==> config.mk <==
export PLATFORM = sky130hd
export DESIGN_NAME = giop_request_header_parser
export DESIGN_NICKNAME = d
export VERILOG_FILES = /design/src/sv/grhp_pkg.sv /design/src/sv/grhp_parse.sv /design/src/sv/grhp_out_stage.sv /design/src/sv/giop_request_header_parser.sv
export SDC_FILE = /design/constraint.sdc
export NUM_CORES = 1
export LEC_CHECK = 0
export ABC_AREA = 1
export BUFFER_PORTS_ARGS = -buffer_cell sky130_fd_sc_hd__buf_2
export CAP_MARGIN = 20
export CORE_ASPECT_RATIO = 0.9
export CORE_MARGIN = 1
export CORE_UTILIZATION = 59
export CTS_CLUSTER_SIZE = 28
export DETAILED_ROUTE_END_ITERATION = 12
export GPL_ROUTABILITY_DRIVEN = 1
export HOLD_SLACK_MARGIN = 0.12
export PLACE_DENSITY_LB_ADDON = 0.2
export SLEW_MARGIN = 0
export SYNTH_ARGS = -nofsm -noshare
export SYNTH_HDL_FRONTEND = slang
export SYNTH_HIERARCHICAL = 1
export SYNTH_SLANG_ARGS = --single-unit
export TNS_END_PERCENT = 10
==> constraint.sdc <==
create_clock -name clk -period 13.3 [get_ports clk]
set_clock_uncertainty 0.1 [all_clocks]
set_input_delay 0.665 -clock clk [delete_from_list [all_inputs] [get_ports clk]]
set_output_delay 0.665 -clock clk [all_outputs]
set_load 0.02 [all_outputs]
==> src/sv/grhp_pkg.sv <==
// grhp_pkg: shared constants, result type and word helpers for the
// request header parser; no dependencies
`timescale 1ns / 1ps

package grhp_pkg;

  localparam int MAX_MESSAGE_BYTES = 8192;
  localparam int OFF_W = $clog2(MAX_MESSAGE_BYTES + 1);
  localparam int OP_W = 14;

  localparam logic [31:0] BYTE0_MASK = 32'h0000_00FF;
  localparam logic [31:0] BYTE1_MASK = 32'h0000_FF00;
  localparam logic [31:0] BYTE2_MASK = 32'h00FF_0000;
  localparam logic [31:0] BYTE3_MASK = 32'hFF00_0000;
  localparam logic [31:0] PAD_LIMIT = 32'hFFFF_FFFC;

  typedef enum logic [1:0] {
    KIND_KEY_BYTE = 2'd0,
    KIND_HEADER   = 2'd1,
    KIND_TRUNC    = 2'd2
  } kind_t;

  typedef struct packed {
    kind_t            kind;
    logic [7:0]       key_byte;
    logic [31:0]      call_id;
    logic [31:0]      key_length;
    logic [OP_W-1:0]  operation_offset;
  } result_t;

  function automatic logic [31:0] swap32(input logic [31:0] v);
    swap32 = ((v & BYTE0_MASK) << 24) | ((v & BYTE1_MASK) << 8) |
             ((v & BYTE2_MASK) >> 8) | ((v & BYTE3_MASK) >> 24);
  endfunction

  function automatic logic [31:0] pad4(input logic [31:0] len);
    if (len > PAD_LIMIT) begin
      pad4 = PAD_LIMIT;
    end else begin
      pad4 = (len + 32'd3) & PAD_LIMIT;
    end
  endfunction

endpackage

==> src/sv/grhp_parse.sv <==
// grhp_parse: per-beat header walk, state registers and result formation
// depends on grhp_pkg
`timescale 1ns / 1ps

module grhp_parse (
  input  logic                   clk,
  input  logic                   rst,
  input  logic                   beat,
  input  logic [7:0]             data_byte,
  input  logic                   last_byte,
  output logic                   result_valid,
  output grhp_pkg::result_t      result
);

  typedef enum logic [3:0] {
    PH_HEADER    = 4'd0,
    PH_CTX_COUNT = 4'd1,
    PH_CTX_ID    = 4'd2,
    PH_CTX_LEN   = 4'd3,
    PH_CTX_DATA  = 4'd4,
    PH_REQ_ID    = 4'd5,
    PH_RESPONSE  = 4'd6,
    PH_KEY_LEN   = 4'd7,
    PH_KEY       = 4'd8,
    PH_DONE      = 4'd9,
    PH_DROP      = 4'd10
  } phase_t;

  logic [grhp_pkg::OFF_W-1:0] byte_offset, byte_offset_next;
  phase_t                     parse_phase, parse_phase_next;
  logic                       little_order, little_order_next;
  logic [31:0]                word_accumulator, word_accumulator_next;
  logic [1:0]                 word_byte_count, word_byte_count_next;
  logic [31:0]                contexts_left, contexts_left_next;
  logic [31:0]                skip_left, skip_left_next;
  logic [31:0]                key_left, key_left_next;
  logic [31:0]                held_call_id, held_call_id_next;
  logic [31:0]                held_key_length, held_key_length_next;

  logic [31:0]                acc_shift;
  logic                       word_done;
  logic [31:0]                word_val;
  logic [31:0]                ctx_dec;
  logic [31:0]                skip_dec;
  logic [31:0]                len_pad;
  logic [grhp_pkg::OFF_W:0]   off_inc;
  logic                       finished;
  logic                       is_key;
  logic                       overlong;
  logic                       active;

  assign acc_shift = {word_accumulator[23:0], data_byte};
  assign word_done = (word_byte_count == 2'd3);
  assign word_val  = little_order ? grhp_pkg::swap32(acc_shift) : acc_shift;
  assign ctx_dec   = contexts_left - 32'd1;
  assign skip_dec  = skip_left - 32'd1;
  assign len_pad   = grhp_pkg::pad4(word_val);
  assign off_inc   = {1'b0, byte_offset} + 1'b1;
  assign active    = (parse_phase != PH_DONE) && (parse_phase != PH_DROP);
  assign overlong  = active &&
                     (byte_offset >= grhp_pkg::OFF_W'(grhp_pkg::MAX_MESSAGE_BYTES));

  always_comb begin
    byte_offset_next      = byte_offset;
    parse_phase_next      = parse_phase;
    little_order_next     = little_order;
    word_accumulator_next = word_accumulator;
    word_byte_count_next  = word_byte_count;
    contexts_left_next    = contexts_left;
    skip_left_next        = skip_left;
    key_left_next         = key_left;
    held_call_id_next     = held_call_id;
    held_key_length_next  = held_key_length;
    finished              = 1'b0;
    is_key                = 1'b0;

    if (beat && active) begin
      if (overlong) begin
        parse_phase_next = PH_DROP;
      end else begin
        byte_offset_next = off_inc[grhp_pkg::OFF_W-1:0];
        if ((parse_phase != PH_HEADER) && (parse_phase != PH_CTX_DATA) &&
            (parse_phase != PH_KEY)) begin
          word_accumulator_next = word_done ? 32'd0 : acc_shift;
          word_byte_count_next  = word_byte_count + 2'd1;
        end
        unique case (parse_phase)
          PH_HEADER: begin
            if (byte_offset == grhp_pkg::OFF_W'(6)) begin
              little_order_next = data_byte[0];
            end
            if (byte_offset >= grhp_pkg::OFF_W'(11)) begin
              parse_phase_next      = PH_CTX_COUNT;
              word_accumulator_next = 32'd0;
              word_byte_count_next  = 2'd0;
            end
          end
          PH_CTX_COUNT: begin
            if (word_done) begin
              contexts_left_next = word_val;
              parse_phase_next   = (word_val != 32'd0) ? PH_CTX_ID : PH_REQ_ID;
            end
          end
          PH_CTX_ID: begin
            if (word_done) begin
              parse_phase_next = PH_CTX_LEN;
            end
          end
          PH_CTX_LEN: begin
            if (word_done) begin
              skip_left_next = len_pad;
              if (len_pad == 32'd0) begin
                contexts_left_next = ctx_dec;
                parse_phase_next   = (ctx_dec != 32'd0) ? PH_CTX_ID : PH_REQ_ID;
              end else begin
                parse_phase_next = PH_CTX_DATA;
              end
            end
          end
          PH_CTX_DATA: begin
            skip_left_next = skip_dec;
            if (skip_dec == 32'd0) begin
              contexts_left_next = ctx_dec;
              parse_phase_next   = (ctx_dec != 32'd0) ? PH_CTX_ID : PH_REQ_ID;
            end
          end
          PH_REQ_ID: begin
            if (word_done) begin
              held_call_id_next = word_val;
              parse_phase_next  = PH_RESPONSE;
            end
          end
          PH_RESPONSE: begin
            if (word_done) begin
              parse_phase_next = PH_KEY_LEN;
            end
          end
          PH_KEY_LEN: begin
            if (word_done) begin
              held_key_length_next = word_val;
              key_left_next        = word_val;
              skip_left_next       = len_pad;
              if (len_pad == 32'd0) begin
                parse_phase_next = PH_DONE;
                finished         = 1'b1;
              end else begin
                parse_phase_next = PH_KEY;
              end
            end
          end
          PH_KEY: begin
            is_key         = (key_left != 32'd0);
            key_left_next  = is_key ? key_left - 32'd1 : key_left;
            skip_left_next = skip_dec;
            if (skip_dec == 32'd0) begin
              parse_phase_next = PH_DONE;
              finished         = 1'b1;
            end
          end
          default: begin
            parse_phase_next = PH_DROP;
          end
        endcase
      end
    end

    if (beat && last_byte) begin
      byte_offset_next      = '0;
      parse_phase_next      = PH_HEADER;
      little_order_next     = 1'b0;
      word_accumulator_next = 32'd0;
      word_byte_count_next  = 2'd0;
      contexts_left_next    = 32'd0;
      skip_left_next        = 32'd0;
      key_left_next         = 32'd0;
      held_call_id_next     = 32'd0;
      held_key_length_next  = 32'd0;
    end
  end

  // result selection for this beat
  always_comb begin
    result.kind             = grhp_pkg::KIND_TRUNC;
    result.key_byte         = 8'd0;
    result.call_id          = 32'd0;
    result.key_length       = 32'd0;
    result.operation_offset = '0;
    result_valid            = 1'b0;
    if (beat && active) begin
      if (overlong) begin
        result_valid = 1'b1;
      end else if (finished) begin
        result_valid            = 1'b1;
        result.kind             = grhp_pkg::KIND_HEADER;
        result.key_byte         = is_key ? data_byte : 8'd0;
        result.call_id          = held_call_id;
        result.key_length       = held_key_length;
        result.operation_offset = grhp_pkg::OP_W'(off_inc);
      end else if (last_byte) begin
        result_valid = 1'b1;
      end else if (is_key) begin
        result_valid      = 1'b1;
        result.kind       = grhp_pkg::KIND_KEY_BYTE;
        result.key_byte   = data_byte;
        result.call_id    = held_call_id;
        result.key_length = held_key_length;
      end
    end
  end

  always_ff @(posedge clk) begin
    if (rst) begin
      byte_offset      <= '0;
      parse_phase      <= PH_HEADER;
      little_order     <= 1'b0;
      word_accumulator <= 32'd0;
      word_byte_count  <= 2'd0;
      contexts_left    <= 32'd0;
      skip_left        <= 32'd0;
      key_left         <= 32'd0;
      held_call_id     <= 32'd0;
      held_key_length  <= 32'd0;
    end else begin
      byte_offset      <= byte_offset_next;
      parse_phase      <= parse_phase_next;
      little_order     <= little_order_next;
      word_accumulator <= word_accumulator_next;
      word_byte_count  <= word_byte_count_next;
      contexts_left    <= contexts_left_next;
      skip_left        <= skip_left_next;
      key_left         <= key_left_next;
      held_call_id     <= held_call_id_next;
      held_key_length  <= held_key_length_next;
    end
  end

  a_offset_bound: assert property (@(posedge clk) disable iff (rst)
    byte_offset <= grhp_pkg::OFF_W'(grhp_pkg::MAX_MESSAGE_BYTES))
    else $error("byte offset beyond message limit");

  a_last_restarts: assert property (@(posedge clk) disable iff (rst)
    (beat && last_byte) |=> (parse_phase == PH_HEADER) && (byte_offset == '0))
    else $error("parser did not restart after final beat");

  a_word_aligned: assert property (@(posedge clk) disable iff (rst)
    (parse_phase == PH_CTX_DATA || parse_phase == PH_KEY || parse_phase == PH_DONE)
      |-> (word_byte_count == 2'd0))
    else $error("word assembly left partial in a byte phase");

  a_key_within_pad: assert property (@(posedge clk) disable iff (rst)
    (parse_phase == PH_KEY) |-> (skip_left != 32'd0))
    else $error("key phase with nothing left to skip");

endmodule

==> src/sv/grhp_out_stage.sv <==
// grhp_out_stage: result register with one skid entry
// depends on grhp_pkg
`timescale 1ns / 1ps

module grhp_out_stage (
  input  logic                clk,
  input  logic                rst,
  input  logic                push,
  input  grhp_pkg::result_t   push_data,
  output logic                full,
  output logic                res_valid,
  input  logic                res_stall,
  output grhp_pkg::result_t   res_data
);

  logic              skid_valid;
  grhp_pkg::result_t skid_data;
  logic              head_free;

  assign head_free = !res_valid || !res_stall;
  assign full      = skid_valid;

  always_ff @(posedge clk) begin
    if (rst) begin
      res_valid  <= 1'b0;
      skid_valid <= 1'b0;
    end else if (head_free) begin
      if (skid_valid) begin
        res_data   <= skid_data;
        res_valid  <= 1'b1;
        skid_valid <= 1'b0;
      end else begin
        res_data  <= push_data;
        res_valid <= push;
      end
    end else if (push) begin
      skid_data  <= push_data;
      skid_valid <= 1'b1;
    end
  end

  a_skid_behind_head: assert property (@(posedge clk) disable iff (rst)
    skid_valid |-> res_valid)
    else $error("skid entry held with empty result register");

  a_no_push_when_full: assert property (@(posedge clk) disable iff (rst)
    skid_valid |-> !push)
    else $error("beat pushed into full output stage");

  a_skid_drains: assert property (@(posedge clk) disable iff (rst)
    (skid_valid && !res_stall) |=> !skid_valid)
    else $error("skid entry not drained after a taken beat");

endmodule

==> src/sv/giop_request_header_parser.sv <==
// giop_request_header_parser: top level, byte stream in, key bytes and
// header status out; depends on grhp_pkg, grhp_parse, grhp_out_stage
//
//   channel  handshake            payload
//   req      req_valid/req_stall  data_byte, last_byte
//   res      res_valid/res_stall  kind, key_byte, call_id, key_length,
//                                 operation_offset
//
// one byte per cycle sustained while req_stall is low; the parser state updates
// on each accepted beat and its result is registered in the output stage
// rst is synchronous and returns the parser to the start of a message
// a result stall is absorbed by one skid entry; req_stall rises only
// while that entry is occupied
`timescale 1ns / 1ps

module giop_request_header_parser (
  input  logic                      clk,
  input  logic                      rst,
  input  logic                      req_valid,
  output logic                      req_stall,
  input  logic [7:0]                data_byte,
  input  logic                      last_byte,
  output logic                      res_valid,
  input  logic                      res_stall,
  output logic [1:0]                kind,
  output logic [7:0]                key_byte,
  output logic [31:0]               call_id,
  output logic [31:0]               key_length,
  output logic [grhp_pkg::OP_W-1:0] operation_offset
);

  logic              beat;
  logic              push;
  logic              full;
  grhp_pkg::result_t step_result;
  grhp_pkg::result_t res_data;

  assign req_stall = full;
  assign beat      = req_valid && !full;

  grhp_parse u_parse (
    .clk          (clk),
    .rst          (rst),
    .beat         (beat),
    .data_byte    (data_byte),
    .last_byte    (last_byte),
    .result_valid (push),
    .result       (step_result)
  );

  grhp_out_stage u_out (
    .clk       (clk),
    .rst       (rst),
    .push      (push),
    .push_data (step_result),
    .full      (full),
    .res_valid (res_valid),
    .res_stall (res_stall),
    .res_data  (res_data)
  );

  assign kind             = res_data.kind;
  assign key_byte         = res_data.key_byte;
  assign call_id          = res_data.call_id;
  assign key_length       = res_data.key_length;
  assign operation_offset = res_data.operation_offset;

endmodule

### Word-level counts from Yosys, hierarchy flattened

Cells that the tools add are included.
Widths: inputs -> output; s select.

* register bits: 391
* bits of input ports: 13
* output and inout bits: 90
* word-level logic and storage cells: 158

* $add $sub $neg: 6
* $lt $le $gt $ge: 3
* equality and inequality tests: 30
* muxes and demuxes: 56
* bitwise logic cells: 6
* reduce and logical (&&, ||, !) cells: 35

Operators by type and width (count)
* $mux 32: 12
* $mux 88: 3
* $mux 74: 3
* $pmux 32 s2: 2
* $pmux 32 s3: 1
* $reduce_bool 32->1: 3
* $sub 32x1->32 const B: 3
* $logic_not 32->1: 2
* $mux 4: 11
* $pmux 4 s9: 1
* $add 32x2->32 const B: 1
* $gt 32x32->1 const B: 1
* $or 32x16->32: 1
* $or 32x24->32: 1
* $or 32x8->32: 1
* $ne 3x1->1 const B: 9
* $eq 4x3->1 const B: 4
* $reduce_and 4->1: 4
* $mux 1: 15
* $add 14x1->14 const B: 1
* $eq 14x3->1 const B: 1
* $ge 14x14->1 const B: 1
* $ge 14x4->1 const B: 1
* $mux 14: 1
* 26 further kinds: 53

### Longest topological paths before layout

Gate-level depths: netlist of the first run.

* word-level depth: 16
* gate-level depth with buffers: 20
* depth with buffers taken out: 18

### Modules after synthesis

Netlist of the first run, hierarchy kept.

Modules (own cells, without submodules)
* grhp_parse: instances 1, cells each 2183, area each 13215.2 µm², seq. area each 4103.9 µm²
* grhp_out_stage: instances 1, cells each 471, area each 6821.5 µm², seq. area each 5325.1 µm²
* giop_request_header_parser: instances 1, cells each 2, area each 10.0 µm², seq. area each 0.0 µm²

### Least setup slack after synthesis of the first run

Ideal clock, no wire load.

* path type: input -> register
* start point: input data_byte[0]
* end point: register u_out/skid_data[0] (netlist bit) (enable)
* library setup time: 0.535 ns
* arrival time: 5.710 ns
* data required time: 12.665 ns
* path slack: 6.955 ns
* stages on the path: 11
* path buffers: 0
* cells stage by stage: inv_1 -> o21ai_1 -> nor2_1 -> nand3_1 -> nor4_1 -> nand2_1 -> inv_2 -> nand3_1 -> a41oi_1 -> inv_1 -> nor2_1

* cells in the longest elaborated chain, start to end: 16
* elaborated cells on any way between the ends: 17
* classes of those cells: 1 x add/sub; 1 x order compare; 10 x mux; 3 x bitwise; 2 x reduce/logical

Ends and longest elaborated chain
* start, declared: line giop_request_header_parser.sv:21 `input logic [7:0] data_byte,`
* $or 32x24->32: line grhp_pkg.sv:32 `swap32 = ((v & BYTE0_MASK) << 24) | ((v & BYTE1_MASK) << 8) |`
* $or 32x16->32: line grhp_pkg.sv:32
* $or 32x8->32: line grhp_pkg.sv:33 `((v & BYTE2_MASK) >> 8) | ((v & BYTE3_MASK) >> 24);`
* $mux 32 (*): line grhp_parse.sv:54 `assign word_val = little_order ? grhp_pkg::swap32(acc_shift) : acc_shift;`
* $add 32x2->32 or $gt 32x32->1 (tied branches): line grhp_pkg.sv:40, grhp_pkg.sv:37
* $mux 32 (*): line grhp_pkg.sv:37 `if (len > PAD_LIMIT) begin`
* $logic_not 32->1 (*): line grhp_parse.sv:143 `if (len_pad == 32'd0) begin`
* $mux 1 (*): line grhp_parse.sv:143
* $mux 1 (*): line grhp_parse.sv:139 `if (word_done) begin`
* $pmux 1 s2 (*): line grhp_parse.sv:87 `unique case (parse_phase)`
* $mux 1 (*): line grhp_parse.sv:78 `if (overlong) begin`
* $mux 1 (*): line grhp_parse.sv:77 `if (beat && active) begin`
* $mux 1 (*): line grhp_parse.sv:192 `end else if (finished) begin`
* $mux 1 (*): line grhp_parse.sv:190 `if (overlong) begin`
* $mux 1 (*): line grhp_parse.sv:189 `if (beat && active) begin`
* via push: line giop_request_header_parser.sv:33 `logic push;`
* $reduce_and 3->1 (no line) (*)
* end signal, assigned: line grhp_out_stage.sv:37 `skid_data <= push_data;`
* end, declared: line grhp_out_stage.sv:17 `grhp_pkg::result_t skid_data;`

Mark *: on every way through the listed nets, which the timed path passes. The rest lies on a longest branch.
A chain may end at the register's enable or synchronous reset.

### Worst setup path after layout of the first run

* start point: register u_parse.skip_left[0]
* end point: register u_out/skid_data[74] (netlist bit) (enable)

* cells in the longest elaborated chain, start to end: 10

Ends and longest elaborated chain
* start, declared: line grhp_parse.sv:35 `logic [31:0] skip_left, skip_left_next;`
* start signal, assigned: line grhp_parse.sv:230 `skip_left <= skip_left_next;`
* $sub 32x1->32: line grhp_parse.sv:56 `assign skip_dec = skip_left - 32'd1;`
* $logic_not 32->1: line grhp_parse.sv:155 `if (skip_dec == 32'd0) begin`
* $mux 1: line grhp_parse.sv:155
* $pmux 1 s2: line grhp_parse.sv:87
* $mux 1: line grhp_parse.sv:78
* $mux 1: line grhp_parse.sv:77
* $mux 1: line grhp_parse.sv:192
* $mux 1: line grhp_parse.sv:190
* $mux 1: line grhp_parse.sv:189
* via push: line giop_request_header_parser.sv:33
* $reduce_and 3->1 (no line)

The timed path passes the listed nets, and every way through them passes these cells.

==> results.txt, run 1 <==
The height of the die is 177 µm. The sequential standard cell area came out at 9430 µm². The maximum clock rate is 209 MHz. The number of clock buffers added by TritonCTS is 40.

The clock tree root driver cell is sky130_fd_sc_hd__clkbuf_16. Subtracting the final worst setup slack from the clock period gives 4790 ps. The maximum resistive drop on vdd is 0.103 mV. The signal on the critical path passes through inv_1, ha_1, nand2_1, nor2_1, nand2_1, xor2_1, nand4_1, nor3_1, nand4_1, a41oi_1, inv_1, nor2_4, buf_4. In this run the critical register-to-register path is captured at u_out/skid_data[74]. The largest area contributor in the synthesized netlist is sky130_fd_sc_hd__edfxtp_1.

The worst path required time is 13380 ps. The post-detailed-route count of antenna-violating nets is 0. The layout filler cell count is 2884.

Summing all multi-input logic gate instances after layout gives 8560 µm². The number of buffers inserted by hold repair at cts came out at 0. The part of the Yosys area used for sequential elements came out at 47.0%. On the worst path, the slowest cell contributes a delay of 770 ps.

The proportion of power drawn by the clock network came out at 39.0%. The core region is 33200 µm². The clock sink total came out at 383. The minimum setup slack in the final design is 8510 ps. Of all nets on the critical path, the largest fanout is 61.

The number of nets in the final layout is 2730. The critical path launch point type is a flip-flop. The sum of negative setup slack is 0 ps. The sequential share of power came out at 45.2%. Prior to clock tree synthesis, the placed netlist has a worst setup slack of 8230 ps.

The via count of the first global-routing pass came to 16.8k. The number of setup buffers added after CTS is 0. After global routing the overflow that remains totals 0. The clock tree from TritonCTS is done. The count of yosys warnings during synthesis came out at 6. The distinct cell type count of the synthesized netlist is 47.

Entering global routing, the biggest net connects 96 pins. The synthesized area divided by synthesized cell count came out at 7.55 µm². Of all flip-flops after synthesis, the portion carrying an async set or reset was 0%. The internal power summed over all cells came out at 2000 µW. Detailed routing inserted a total of 18.2k vias. Among all flip-flop cells after synthesis, the most frequent one is sky130_fd_sc_hd__dfxtp_1. The x dimension of the die is 196 µm. STA classifies the critical path endpoint as a flip-flop. The fraction of power spent switching nets is 29.2%. The die outline area came out at 34700 µm². The number of buffers and inverters on the critical path is 3.

The data arrival time of the critical path is 4860 ps. The floorplan has 63 rows. The H-tree depth came out at 2. The share of layout cells above drive strength 1 came out at 9.31%.

For the worst-skew pair, the clock arrives at the later sink with an insertion delay of 560 ps. The path type of the worst min-delay path is in2reg. The wire length of the first global-routing pass came out at 91.2 mm. The final non-filler cell total came out at 3195.

The tightest hold path in the finished design has a slack of 338 ps. Setup violations remaining at the end of the flow were counted as 0. The per-cell via count in the routed design is 5.71. The number of optimization iterations in the first detailed-route pass came out at 8. The routability congestion estimate from global placement came out at 1.05. The worst relative slew slack is 33.1%. In this run the power spent charging and discharging nets is 824 µW. The gate family responsible for the most delay along the worst path is simple AND/OR/NAND/NOR gates. The initial cell density of the core is 60.4%. In this run, the number of DRC markers left after iteration 0 of detailed routing was 2123. After detailed placement, the design holds a cell count of 3119. The number of remaining DRC errors is 0. Input and output buffers added on the ports amount to 102.

By area the synthesized netlist is led by sky130_fd_sc_hd__edfxtp_1 26%, sky130_fd_sc_hd__dfxtp_1 21%, sky130_fd_sc_hd__nand2_1 9.3%. In the final routed layout, each cell accounts on average for 18.6 µm. The hold-critical path endpoint is u_parse/word_accumulator[5]. Across the run, the number of max-cap violations was 0. The worst register-to-register path begins at u_parse/skip_left[0]. The number of top-level pins is 103.

The depth of the worst register-to-register path is 13. The number of enable flip-flop cells after synthesis is 176. The combined area of all synthesized cells came out at 20000 µm².

The leakage power total is 0.00878 µW. The initial antenna violation count is 3. The worst hold path cell count came out at 3. The worst hold path begins at data_byte[5].

The worst-case register-to-register setup slack came out at 8510 ps. The run finished with clean final reports. On the critical path, the stage with the largest delay is an instance of sky130_fd_sc_hd__buf_4. The slew at the pin with the worst max-slew slack is 1000 ps.

The overall track demand over capacity in global routing is 33.9%. The share of the core filled with cells in the final layout is 66.2%. The critical path is of the reg2reg type. The register bit total from synthesis is 383.

The most frequent cell after synthesis is sky130_fd_sc_hd__nand2_1. The count of pins over their slew limit came out at 0. The post-detailed-placement half-perimeter wirelength came out at 41.9 mm.

Relative to the synthesized area, the layout overhead comes to 9.59%. The synthesized netlist net count came out at 2678. After clock tree synthesis, the clock-pin slew on the worst setup and hold paths is 60 ps. Setup repair after global routing left no endpoint under its margin. The count of instances resized after the clock tree is built came out at 0. The number of antenna repair diodes is 0. The share of the clock period used by the worst path after layout came out at 36.0%. The number of buffers on the longest clock path came out at 3. The count of final hold-check violations came out at 0. The sum of routed wire length over all layers is 59.4 mm. The area share of the largest cell type after synthesis is 26.4%. The cell count after synthesis came out at 2656. The power density over cell area came out at 128 nW/µm². Sorting the synthesized cells by how often they occur yields 496 x sky130_fd_sc_hd__nand2_1, 390 x sky130_fd_sc_hd__nor2_1, 366 x sky130_fd_sc_hd__inv_1, 263 x sky130_fd_sc_hd__o21ai_0, 207 x sky130_fd_sc_hd__dfxtp_1.

The logic gate share of total power came out at 15.9%.
-- state kept, by name, indices dropped and copies added (netlist names) --
name	count
u_parse/held_key_length	32
u_out/full	1
u_parse/word_accumulator	24
u_out/res_valid	1
u_parse/byte_offset	14
u_out/skid_data	88
u_out/res_data	88
u_parse/skip_left	32
u_parse/little_order	1
u_parse/held_call_id	32
u_parse/parse_phase	4
u_parse/word_byte_count	2
u_parse/key_left	32
u_parse/contexts_left	32
-- per-layer routing --
metal	vias up	routed length (µm)	GRT usage, %
met5	-	23	0
met4	4	2040	12.6
met3	138	5880	7.58
met2	862	26300	53.1
met1	8391	25100	46.1
li1	8848	-	-
-- layout by cell type, fill, tap and decap left out, types with 9 or more instances in the layout --
cell type and instances:
sky130_fd_sc_hd__o211ai_1 11, sky130_fd_sc_hd__nand3_1 100, sky130_fd_sc_hd__a211oi_1 24, sky130_fd_sc_hd__nor2_1 388, sky130_fd_sc_hd__nor3_1 42, sky130_fd_sc_hd__buf_4 20, sky130_fd_sc_hd__xor2_1 43, sky130_fd_sc_hd__nor4_1 11
sky130_fd_sc_hd__o21ai_1 39, sky130_fd_sc_hd__a21oi_1 199, sky130_fd_sc_hd__edfxtp_1 176, sky130_fd_sc_hd__xnor2_1 9, sky130_fd_sc_hd__clkbuf_1 12, sky130_fd_sc_hd__inv_2 11, sky130_fd_sc_hd__a31oi_1 15, sky130_fd_sc_hd__dfxtp_1 205
sky130_fd_sc_hd__ha_1 9, sky130_fd_sc_hd__inv_1 366, sky130_fd_sc_hd__nand4_1 39, sky130_fd_sc_hd__buf_2 102, sky130_fd_sc_hd__o21ai_2 39, sky130_fd_sc_hd__nand2_1 496, sky130_fd_sc_hd__o21ai_0 262, sky130_fd_sc_hd__clkbuf_16 41
-- area by class of cell --
cell class	count	share of cell area [%]
clock buffer	54	4.94
clock inverter	20	0.860
inverter	379	6.48
multi-input combinational	1780	39.0
sequential	383	42.9
tap	455	2.59
timing repair buffer	124	3.22
-- power groups by stage --
stage / Combinational, µW / Clock (µW) / Sequential, µW
6_report: 448 / 1100 / 1270
5_1_grt: 489 / 1160 / 1280
4_1_cts: 434 / 1120 / 1270
3_5_place_dp: 432 / 0 / 1300
3_3_place_gp: 431 / 0 / 1300
2_1_floorplan: 281 / 0 / 1310
-- through the flow --
stage                     power, µW  cell area, µm²
after floorplan                1600           20000
after global placement         1730           20600
after detailed placement       1730           20600
after CTS                      2830           21900
after global routing           2930           22000
final                          2820           22000
-- cell families after synthesis --
| kind of cell | share of synthesized area (%) |
|---|---|
| flops | 47.0 |
| fa+ha+maj | 0.562 |
| compound gates | 17.0 |
| simple gates | 22.6 |
| xor+xnor | 2.27 |
| buf+inv | 10.5 |
-- worst min-delay path, stage by stage --
cell and delay, ps:
sky130_fd_sc_hd__buf_2 120, sky130_fd_sc_hd__a21oi_1 120, sky130_fd_sc_hd__a211oi_1 50
-- worst max-delay path by stage --
stage | start | to | slack, ps | cells after the start
2_1_floorplan | data_byte[0] | u_out/skid_data[0] | 6950 | 11
5_1_grt | u_parse/skip_left[0] | u_out/skid_data[79] | 8160 | 13
3_5_place_dp | u_parse/little_order | u_out/skid_data[80] | 8230 | 11
6_report | u_parse/skip_left[0] | u_out/skid_data[74] | 8510 | 13
3_3_place_gp | u_parse/little_order | u_out/skid_data[79] | 8430 | 11
4_1_cts | u_parse/little_order | u_out/skid_data[73] | 8220 | 11
Note: power is estimated with default switching activity, not from simulation.
==> inputs of run 2 (changes only) <==
==> constraint.sdc (replaced) <==
create_clock -name clk -period 4.9 [get_ports clk]
set_clock_uncertainty 0.1 [all_clocks]
set_input_delay 0.245 -clock clk [delete_from_list [all_inputs] [get_ports clk]]
set_output_delay 0.245 -clock clk [all_outputs]
set_load 0.02 [all_outputs]
==> run 2 against run 1 <==
Total power grew to 2.8 times the previous value. First-iteration DRC count shrank 8.1%. Largest cell class unchanged. Core utilization up 1.1 points. Global-route usage is 0.32 points lower. Sequential power grew to 2.7 times the previous value.
==> results.txt, run 2 (synthesis gave the netlist of run 1 again) <==
The synthesis-to-layout area growth came out at 11.4%. The post-detailed-placement half-perimeter wirelength came out at 41.5 mm. The clock tree from TritonCTS is done. The number of input and output port buffers inserted is 102. For this design the static power due to leakage is 0.00896 µW. The insertion delay of the later-clocked pin in the worst-skew pair is 570 ps. The die covers 34700 µm². For this design, the slowest cell found on the critical path is sky130_fd_sc_hd__dfxtp_2. From bottom edge to top edge, the die measures 177 µm.

The wire length of the first global-routing pass is 90.9 mm. The worst path required time is 5060 ps. The number of buffers on the longest clock path is 3.

The total via count after detailed routing came out at 18.5k. The post-placement worst setup slack is 665 ps. On the critical path the largest part of the delay comes from simple AND/OR/NAND/NOR gates. The share of the clock period used by the worst path after layout came out at 90.0%.

The count of final hold-check violations is 0. The clock buffer count from CTS is 40. 0 antenna diodes ended up in the layout. The total stage count of the critical path came out at 12.

The type of destination of the critical path is a flip-flop. The number of buffer and inverter instances along the worst setup path came out at 4. The sum of overflow across all layers after global routing is 0. The worst setup path is of the reg2reg kind. The clock sink total is 383. The initial antenna violation count is 0. For this design the ratio of total power to cell area is 353 nW/µm². Buffers added to address setup during post-CTS repair amount to 0. The maximum clock rate is 227 MHz. In this run, the number of DRC markers left after iteration 0 of detailed routing was 1951. The worst stage delay on the critical path came out at 910 ps. The layout filler cell count is 2866. The library cells used most frequently in the layout, excluding fill and tap cells, are 496 x sky130_fd_sc_hd__nand2_1, 389 x sky130_fd_sc_hd__nor2_1, 366 x sky130_fd_sc_hd__inv_1, 262 x sky130_fd_sc_hd__o21ai_0, 205 x sky130_fd_sc_hd__dfxtp_1. The sum of negative setup slack is 0 ps. The number of nets in the final layout came out at 2755. Once the floorplan was initialized, standard cells occupied 60.4% of the core. The pin count of the biggest net entering global routing is 161.

The worst setup path is launched from a flip-flop. The post-detailed-route count of antenna-violating nets came out at 0. Headroom to the max-slew limit came out at 34.4%.

The largest registers in the layout are u_out/res_data (88), u_out/skid_data (88). In this run the number of H-tree levels came out at 2. The share of layout cells above drive strength 1 is 9.80%. The number of top-level pins came out at 103. The count of instances resized after the clock tree is built came out at 0.

The worst path meets setup with 488 ps of slack. The worst hold path cell count is 5. The final-report setup violation count is 0. The number of core rows is 63. The final routed wire length divided by cell count is 18.3 µm. The finished layout holds 3220 standard cells, fillers aside. The design draws 7880 µW.

The clock transition time at the flip-flop clock pins of the worst setup and hold paths came out at 60 ps. The number of remaining DRC errors is 0. The path type of the worst min-delay path is in2reg. The sequential standard cell area came out at 9430 µm².

The shortest period the worst path allows is 4410 ps. The worst register-to-register path has a depth of 12. The x dimension of the die came out at 196 µm.

The via count of the first global-routing pass came out at 16.8k. The per-cell via count in the routed design is 5.74. The cell count after placement is 3135. The core region is 33200 µm². Setup repair after global routing left no endpoint under its margin. Leaving out fill and tap cells, the most frequent cell in the layout is sky130_fd_sc_hd__nand2_1. Of all nets on the critical path, the largest fanout is 49.

The count of max-cap constraint violations is 0. The count of pins over their slew limit came to 0. Wires add up to 58.8 mm. The number of optimization iterations in the first detailed-route pass is 7.

Global routing used 33.6% of the available tracks. The run finished with clean final reports. Walking the worst path, the cells encountered are buf_4, nand2_1, o21ai_0, nand4_1, nor4_1, nand2_1, inv_2, nand3_1, a41oi_1, inv_1, nor2_4, buf_4. The routability congestion estimate from global placement is 1.01. The slew at the pin with the worst max-slew slack is 981 ps.

The multi-input combinational cells in the finished layout cover a total of 8560 µm². The maximum resistive drop on vdd came out at 0.259 mV. The clock tree root driver cell is sky130_fd_sc_hd__clkbuf_16. For the worst setup path, the data arrival time is 4570 ps. The share of the core filled with cells in the final layout came out at 67.3%.
-- run 2: path summary, 6_finish.rpt --
path / start / slack [ps] / end
hold reg to reg: u_parse/held_call_id[16] / 360 / u_parse/held_call_id[16]
setup / recovery: u_parse/little_order / 490 / u_out/skid_data[75]
setup reg to reg: u_parse/little_order / 490 / u_out/skid_data[75]
hold / removal: last_byte / 260 / u_parse/skip_left[11]
-- run 2: layout make-up --
class                   instances  area share (%)
flip-flops and latches        383            42.3
repair buffers                149            4.21
multi-input cells            1780            38.3
clock buffers                  58            5.20
inverters                     379            6.37
well taps                     455            2.55
clock inverters                16            1.06
-- run 2: metrics by stage --
step           hold slack, ps  cell area, µm²
2_1_floorplan             321           20000
3_3_place_gp              341           20800
3_5_place_dp              348           20800
4_1_cts                   313           22300
5_1_grt                   336           22300
6_report                  256           22300
-- run 2: worst register-to-register path, cell delays in order (launching register included) --
cell and delay (ps):
sky130_fd_sc_hd__dfxtp_2 910, sky130_fd_sc_hd__buf_4 360, sky130_fd_sc_hd__nand2_1 70, sky130_fd_sc_hd__o21ai_0 210, sky130_fd_sc_hd__nand4_1 180, sky130_fd_sc_hd__nor4_1 390, sky130_fd_sc_hd__nand2_1 240, sky130_fd_sc_hd__inv_2 140
sky130_fd_sc_hd__nand3_1 130, sky130_fd_sc_hd__a41oi_1 340, sky130_fd_sc_hd__inv_1 130, sky130_fd_sc_hd__nor2_4 600, sky130_fd_sc_hd__buf_4 300
-- run 2: metal layers --
metal | vias up | global-route usage (%) | share of wire (%) | wire length (µm)
li1 | 8894 | - | - | -
met1 | 8530 | 45.0 | 42 | 24500
met2 | 902 | 53.6 | 45 | 26400
met3 | 154 | 6.75 | 9.5 | 5560
met4 | 0 | 13.4 | 3.8 | 2250
met5 | - | 0 | 0 | 0
-- run 2: power breakdown --
part | switching, µW | internal (µW) | total (µW) | leakage [µW]
Clock | 1290 | 1930 | 3220 | 0.000681
Combinational | 875 | 336 | 1210 | 0.00494
Sequential | 51.4 | 3410 | 3460 | 0.00334
Total | 2220 | 5670 | 7880 | 0.00896
-- run 2: timing repair --
item | 4_1_cts | 5_1_grt
endpoints found under the setup margin | 0 | 0
hold buffers | 11 | 0
endpoints found under the hold margin | 22 | 0
==> inputs of run 3 (changes only) <==
--- a/config.mk
+++ b/config.mk
@@ -10,7 +10,7 @@
 export CAP_MARGIN = 20
 export CORE_ASPECT_RATIO = 0.9
 export CORE_MARGIN = 1
-export CORE_UTILIZATION = 59
+export CORE_UTILIZATION = 60
 export CTS_CLUSTER_SIZE = 28
 export DETAILED_ROUTE_END_ITERATION = 12
 export GPL_ROUTABILITY_DRIVEN = 1
==> run 3 against run 2 <==
Global-route usage is 0.94 points higher. Cell count is 1.2% lower. Hold slack worse by 100 ps. Sequential cell count stayed put. Clock power is 7.8% lower. Count of clock-buffer cells in the layout is 2 higher. Routed wire length is 1.5% higher. Die area is 1.6% lower. Via count hardly changed. Core utilization is 0.23 points lower. Combinational power hardly changed. Sequential power hardly changed. Highest routed layer unchanged.
==> results.txt, run 3 (synthesis gave the netlist of run 1 again) <==
The flow ran to the end, and the final reports show no timing, DRC or antenna violations. The initial antenna violation count came out at 4. The worst stage delay on the critical path came out at 920 ps. The number of buffer and inverter instances along the worst setup path came out at 4.

The largest fanout of any net on the critical path came out at 63. The pin count of the biggest net entering global routing came out at 161. The post-placement worst setup slack came out at 1050 ps. Setup violations remaining at the end of the flow were counted as 0. The leakage power total is 0.00885 µW. The type of destination of the critical path is a flip-flop. The data arrival time of the critical path is 4160 ps. The sum of routed wire length over all layers is 59.7 mm.

The post-CTS setup repair buffer count is 0. The share of the core filled with cells in the final layout is 67.0%. In the layout the commonest cells are 496 x sky130_fd_sc_hd__nand2_1, 387 x sky130_fd_sc_hd__nor2_1, 366 x sky130_fd_sc_hd__inv_1, 262 x sky130_fd_sc_hd__o21ai_0, 205 x sky130_fd_sc_hd__dfxtp_1.

The number of antenna repair diodes came out at 0. The clock net in this run drives a total of 383 sinks. The number of optimization iterations in the first detailed-route pass came out at 8.

The signal on the critical path passes through o21ai_1, inv_1, nand4_1, nor4_1, nand2_1, inv_2, nand3_1, a41oi_1, inv_1, nor2_4, buf_12. The number of nets in the final layout is 2747. The clock transition time at the flip-flop clock pins of the worst setup and hold paths is 60 ps. The share of layout cells above drive strength 1 is 9.28%. The wire length of the first global-routing pass is 92.1 mm. At the pin with the least slew margin, the transition time is 1070 ps. The sequential share of power came out at 45.3%.

The proportion of power drawn by the clock network is 38.9%. The count of pins over their slew limit came out at 0. The critical path launch point type is a flip-flop. After detailed routing, the number of vias per cell comes to 5.81. The count of final hold-check violations came out at 0. The logic gate share of total power is 15.9%. The die outline area is 34100 µm². The initial utilization of the core area, before any placement, comes to 60.8%. The overall track demand over capacity in global routing is 34.6%. The area of the multi-input gates is 8560 µm². The minimum setup slack in the final design is 844 ps. The cell repeated most along the worst path is sky130_fd_sc_hd__inv_1. In this run the power density over the cells is 346 nW/µm². In the final routed layout, each cell accounts on average for 18.8 µm. The number of top-level pins is 103. The share of the clock period used by the worst path after layout came out at 82.8%.

The clock tree root driver cell is sky130_fd_sc_hd__clkbuf_16. Across the whole layout, storage elements account for 9430 µm². The starting DRC count in detailed routing came out at 2032.

Across the run, the number of max-cap violations was 0. The fraction of power spent switching nets came out at 28.8%. The H-tree was split into 2 levels.

Summing over every cut layer, the via total after detailed routing is 18.5k. The area of the core is 32900 µm². The number of buffers on the longest clock path is 3. The shortest period the worst path allows came out at 4060 ps. Measured along the y axis, the die boundary spans 175 µm. In the routed design, unresolved DRC markers number 0. The slowest stage of the critical path belongs to the cell sky130_fd_sc_hd__dfxtp_2.

The via count of the first global-routing pass came out at 16.8k. The routability congestion estimate from global placement is 1.00. The tightest min-delay check is of the in2reg type. The switching power of the nets came out at 2200 µW. The count of instances resized after the clock tree is built is 0. The number of input and output port buffers inserted came out at 102. The synthesis-to-layout area growth is 10.2%. The worst setup path is of the reg2reg kind. The die is 195 µm wide. Setup repair after global routing left no endpoint under its margin. The internal portion of the total power is 5440 µW. Leaving out fill and tap cells, the most frequent cell in the layout is sky130_fd_sc_hd__nand2_1. The maximum resistive drop on vdd is 0.289 mV. Among cell families on the critical path, the largest total delay comes from simple AND/OR/NAND/NOR gates.

The layout filler cell count is 2869. The maximum clock rate came out at 247 MHz. The count of nets left with antenna violations once routing finished came out at 0. The worst path required time came out at 5010 ps.

The post-detailed-placement half-perimeter wirelength came out at 41.6 mm. In the final layout, the registers with the most flip-flops are u_out/res_data (88), u_out/skid_data (88). The clock tree from TritonCTS is done. The clock buffer count from CTS came out at 41.

The worst relative slew slack came out at 28.5%. The sum of overflow across all layers after global routing came out at 0. The insertion delay of the later-clocked pin in the worst-skew pair came out at 560 ps.

In this run the core area contains 63 standard-cell rows.
-- run 3: path summary, 6_finish.rpt --
kind,start,endpoint,slack [ps],cells after the start
worst min-delay path,last_byte,u_parse/skip_left[30],160,4
worst max-delay path,u_parse/little_order,u_out/skid_data[2],840,11
worst min register to register,u_parse/held_key_length[6],u_parse/held_key_length[6],350,2
worst max register to register,u_parse/little_order,u_out/skid_data[2],840,11
-- run 3: final cells by class --
type / count / share of cell area, %
Tap cell: 422 / 2.39
Multi-Input combinational cell: 1780 / 38.8
Inverter: 379 / 6.44
Clock buffer: 60 / 5.24
Sequential cell: 383 / 42.7
Clock inverter: 16 / 0.549
Timing Repair Buffer: 140 / 3.90
-- run 3: per-stage QoR --
| stage | hold slack [ps] | power (µW) | TNS (ps) | cells | instance area, µm² |
|---|---|---|---|---|---|
| 3_3_place_gp | 342 | 4680 | 0 | 3093 | 20700 |
| 2_1_floorplan | 321 | 4330 | -32330 | 2656 | 20000 |
| 5_1_grt | 166 | 7920 | 0 | 3180 | 22100 |
| 6_report | 155 | 7650 | 0 | 3180 | 22100 |
| 4_1_cts | 136 | 7650 | 0 | 3180 | 22100 |
| 3_5_place_dp | 345 | 4690 | 0 | 3093 | 20700 |
-- run 3: repair_timing --
action / in CTS / in global routing
hold buffers: 11 / 0
setup endpoints to repair: 0 / 0
hold endpoints to repair: 22 / 0
-- run 3: layer usage --
layer | vias up | wire length, µm | GRT usage (%)
met5 | - | 0 | 0
li1 | 8888 | - | -
met4 | 0 | 2220 | 13.5
met2 | 858 | 26800 | 54.3
met3 | 161 | 5610 | 7.49
met1 | 8569 | 25000 | 46.7
-- run 3: power groups by stage --
stage | Clock [µW] | Sequential (µW) | Combinational (µW)
final | 2970 | 3460 | 1210
after global routing | 3140 | 3470 | 1320
after CTS | 3010 | 3460 | 1180
after detailed placement | 0 | 3530 | 1170
after global placement | 0 | 3530 | 1160
after floorplan | 0 | 3570 | 762
-- run 3: worst min-delay path, cell delays in order --
cell                       delay (ps)
sky130_fd_sc_hd__buf_2            140
sky130_fd_sc_hd__a21oi_4           80
sky130_fd_sc_hd__clkinv_1         240
sky130_fd_sc_hd__a21oi_1           60
